`src/hw/rtl/sorted_two_level_key_table_macros.svh`:
```
// Assertion macros shared by the key table RTL.
`ifndef SORTED_TWO_LEVEL_KEY_TABLE_MACROS_SVH
`define SORTED_TWO_LEVEL_KEY_TABLE_MACROS_SVH

// Property that must hold on every clock edge outside reset.
`define STKT_ASSERT(lbl, clk, rst, prop, msg) \
   lbl: assert property (@(posedge clk) disable iff (rst) (prop)) else $error(msg);

// Same-cycle implication outside reset.
`define STKT_ASSERT_IMP(lbl, clk, rst, ante, cons, msg) \
   lbl: assert property (@(posedge clk) disable iff (rst) (ante) |-> (cons)) else $error(msg);

`endif

```
`src/hw/rtl/stkt_ram.sv`:
```
// Generic single-write, single-read RAM with registered read data.
`default_nettype none
module stkt_ram #(
   parameter int WIDTH = 32,
   parameter int DEPTH = 64,
   localparam int AW = (DEPTH > 1) ? $clog2(DEPTH) : 1
) (
   input  wire logic             clock,
   input  wire logic             wr_en,
   input  wire logic [AW-1:0]    wr_addr,
   input  wire logic [WIDTH-1:0] wr_data,
   input  wire logic [AW-1:0]    rd_addr,
   output logic      [WIDTH-1:0] rd_data
);
   logic [WIDTH-1:0] mem [DEPTH];

   always_ff @(posedge clock) begin
      if (wr_en) begin
         mem[wr_addr] <= wr_data;
      end
      rd_data <= mem[rd_addr];
   end
endmodule
`default_nettype wire

```
`config.mk`:
```
export PLATFORM = sky130hd
export DESIGN_NAME = stkt_ram
export DESIGN_NICKNAME = d
export VERILOG_FILES = /design/src/hw/rtl/sorted_two_level_key_table_macros.svh /design/src/hw/rtl/stkt_ram.sv
export SDC_FILE = /design/constraint.sdc
export NUM_CORES = 2
export LEC_CHECK = 0
export BUFFER_PORTS_ARGS = -buffer_cell sky130_fd_sc_hd__buf_2
export CAP_MARGIN = 10
export CORE_ASPECT_RATIO = 1.4
export CORE_MARGIN = 3
export CORE_UTILIZATION = 40
export CTS_CLUSTER_DIAMETER = 100
export DETAILED_ROUTE_END_ITERATION = 16
export MAX_ROUTING_LAYER = met4
export PLACE_DENSITY = 0.59
export SLEW_MARGIN = 15
export SYNTH_ARGS = -nofsm -noshare
export SYNTH_HDL_FRONTEND = slang
export SYNTH_SLANG_ARGS = --single-unit
export TNS_END_PERCENT = 1
```
`constraint.sdc`:
```
create_clock -name clock -period 5.5 [get_ports clock]
set_clock_uncertainty 0.15 [all_clocks]
set_input_delay 1.1 -clock clock [delete_from_list [all_inputs] [get_ports clock]]
set_output_delay 1.1 -clock clock [all_outputs]
set_load 0.01 [all_outputs]
```
==> out/results.tsv <==
stage	metric	value	unit
outcome	outcome	finished, final reports clean	
cts	cts-resized-gates	0	
flow_run	drv_cap	0	
cts	clkSinkCount	2080	
route	drtPass1Iterations	5	
route	num_vias	36900	
timing	finalMaxSlewViolations	0	
layout	nets	3640	
global_route	grt_pass1_wl	296000	um
cts	clk_pin_slew_worst_paths	60	ps
yosys	synth.top_cell.area_share	78.3	%
cts	cts-root-buf	clkbuf_16	
cts	cts_tree	done	
timing	finalHoldViolCount	0	
layout	final_util	46.2	%
hold_path	whs_endpoint	mem[53][21]$_DFFE_PP_	
global_route	grt_pass1_vias	37600	
setup_path	required	6010	ps
yosys	yosysSeqAreaShare	79.1	%
yosys	synth_largest_area_cell	edfxtp_1	
power	p_leak	27.8	nW
floorplanning	initial_core_util	40.4	%
timing	max_slew_margin	23.5	%
yosys	yosysUniqueCellTypes	34	
cts	htreeDepth	4	
yosys	avgSynthCellArea	23.6	um^2
layout	nFillCells	15800	
timing	setup_tns	0	ps
setup_path	crit_start	rd_addr[1]	
global_route	track_usage	21.6	%
global_route	grt_max_degree	74	
setup_path	cp.arrival	4400	ps
timing	worst_pin_slew	1140	ps
route	drtIter0Drc	4343	
global_route	globalRouteOverflowTotal	0	
setup_path	crit_fanout	73	
setup_path	startpoint_type	primary input	
floorplanning	fp.coreArea	194000	um^2
route	post_drt_wl_per_cell	33.3	um
timing	post-route-period-util	70.9	%
route	detail-route-antenna-nets	0	
route	via_per_inst	5.79	
power	vdd_drop_max	0.000360	V
cts	clock_latency	830	ps
floorplanning	die_h	530	um
place	globalplace.congestion	0.811	
global_route	antenna_found_initial	13	
floorplanning	row_count	191	
yosys	synth_nets	3370	
setup_path	reg2regPathDepth	4	
cts	ctsHoldBuffers	0	
layout	area_delta_synth_final	14.3	%
yosys	synth_area_leaders	edfxtp_1 (78%), mux4_2 (16%), mux2i_1 (1.2%)	
setup_path	crit_path_end_kind	flop	
timing	fmax	257	MHz
yosys	synthesis.area	78500	um^2
cts	clock_path_buffers	3	
hold_path	hold_path_depth	1	
setup_path	path_class	primary input to flop	
setup_path	rrSetupSlack	2940	ps
setup_path	r2r_start	mem[12][9]$_DFFE_PP_	
floorplanning	io-pin-count	78	
cts	cts-buffers-inserted	186	
route	route.detailed.drc	0	
layout	drive_above_1_share	30.5	%
hold_path	min-delay-start	wr_data[21]	
place	portBuffers	77	
setup_path	r2r_end	rd_data[9]$_DFF_P_	
floorplanning	fp.dieW	380	um
floorplanning	die_area	202000	um^2
timing	setup_viol	0	
power	powerDensity	365	nW/um^2
timing	min_period	3900	ps
place	hpwl	121000	um
route	finalWirelength	212000	um
hold_path	hold_class	primary input to flop	
cts	post_cts_buffers	0	
yosys	synth.yosys.warnings	0	
yosys	ys_seq_elements	2080	
timing	rsz0062_at_grt	no	
yosys	synthCells	3324	
synth_stat cells:
cell and n:
edfxtp_1 2048, mux4_2 544, nor2_1 137, mux2i_1 93, o22ai_1 84, clkbuf_1 74
a21oi_1 62, buf_2 57, dfxtp_1 32, o221ai_1 27, nand2_1 26, buf_4 25
buf_1 21, nor2b_1 15, a22oi_1 12, a311oi_1 8, nand2b_1 8, nor3_1 7
buf_6 5, nand3_1 5, nand3b_1 5, a41o_1 4, and3_1 4, o32ai_1 4
or3_1 3, or3b_2 3, and2_1 2, nand4_1 2, or3b_1 2, a31oi_1 1
nand4b_1 1, or2_0 1, or2_1 1, or2_2 1
layout make-up:
class | count | area, um^2 | share of cell area, %
antenna | 10 | 25.0 | 0.0279
clock buffer | 237 | 4960 | 5.53
clock inverter | 108 | 1290 | 1.44
multi-input combinational | 1062 | 16000 | 17.8
sequential | 2080 | 62100 | 69.3
tap | 2605 | 3260 | 3.63
timing repair buffer | 264 | 2060 | 2.30
placed cells by master (no fill, tap or decap), types with 4 or more instances in the layout:
cell type and count:
buf_4 168, buf_2 73, bufinv_16 26, a21oi_1 62
nand3_1 5, and3_1 4, nand2b_1 5, dfxtp_1 32
nor2b_1 15, nor2_4 62, nor3_1 5, nand3b_1 5
clkbuf_16 188, nand2_1 26, clkbuf_8 7, a311oi_1 8
o221ai_1 27, diode_2 10, clkinv_1 38, a41o_1 4
clkinv_2 27, buf_12 19, clkbuf_1 42, o32ai_1 4
mux2i_1 93, edfxtp_1 2048, mux4_2 544, nor2_1 75
o22ai_1 84, a22oi_1 12, inv_6 6, inv_16 4
worst max-delay path by stage:
stage,end,slack (ps),cells after the start
2_1_floorplan,mem[48][0]$_DFFE_PP_,1090,4
3_3_place_gp,rd_data[9]$_DFF_P_,770,7
3_5_place_dp,rd_data[9]$_DFF_P_,770,7
4_1_cts,rd_data[9]$_DFF_P_,1660,7
5_1_grt,rd_data[4]$_DFF_P_,1480,8
6_report,rd_data[9]$_DFF_P_,1600,7
per-stage QoR:
step	total power [mW]	worst slack (ps)	hold WS, ps	std cells	cell area, um^2
3_5_place_dp	19.8	772	584	6011	83400
3_3_place_gp	19.7	775	553	6010	83400
4_1_cts	33.0	1660	475	6356	89700
2_1_floorplan	18.8	1090	513	3324	78500
6_report	32.8	1600	548	6366	89700
5_1_grt	33.7	1480	514	6358	89700
metal layers:
layer / global-route usage (%) / vias to the layer above / part of all wire, %
li1: - / 14800 / -
met1: 27.6 / 20400 / 38
met2: 36.5 / 1420 / 52
met3: 2.76 / 263 / 6.7
met4: 6.49 / 0 / 3.3
met5: - / - / 0
worst max-delay path, cell delays in order:
cell and delay, ps:
buf_8 470, buf_12 350, buf_4 440, mux4_2 370, mux4_2 620, o22ai_1 570, nor2_1 220
registers in the layout, indices dropped and copies added, names as in the netlist:
signal,cells
mem,2048
rd_data,32
power by group:
group          leakage (nW)  switching [mW]  internal, mW
sequential             18.7           0.101          17.5
clock                  3.05            5.77          7.63
combinational          6.02            1.12         0.610
cell families (layout without fill, tap and decap cells):
group / Yosys count / in the layout / share of synthesized area (%)
buffers and inverters: 182 / 609 / 1.13
other: 0 / 10 / 0
multiplexers: 637 / 637 / 16.8
AND/OR/NAND/NOR: 223 / 223 / 1.27
flip-flops: 2080 / 2080 / 79.1
AO/OA/AOI/OAI: 202 / 202 / 1.67
Power figures use the tool's default switching activity.
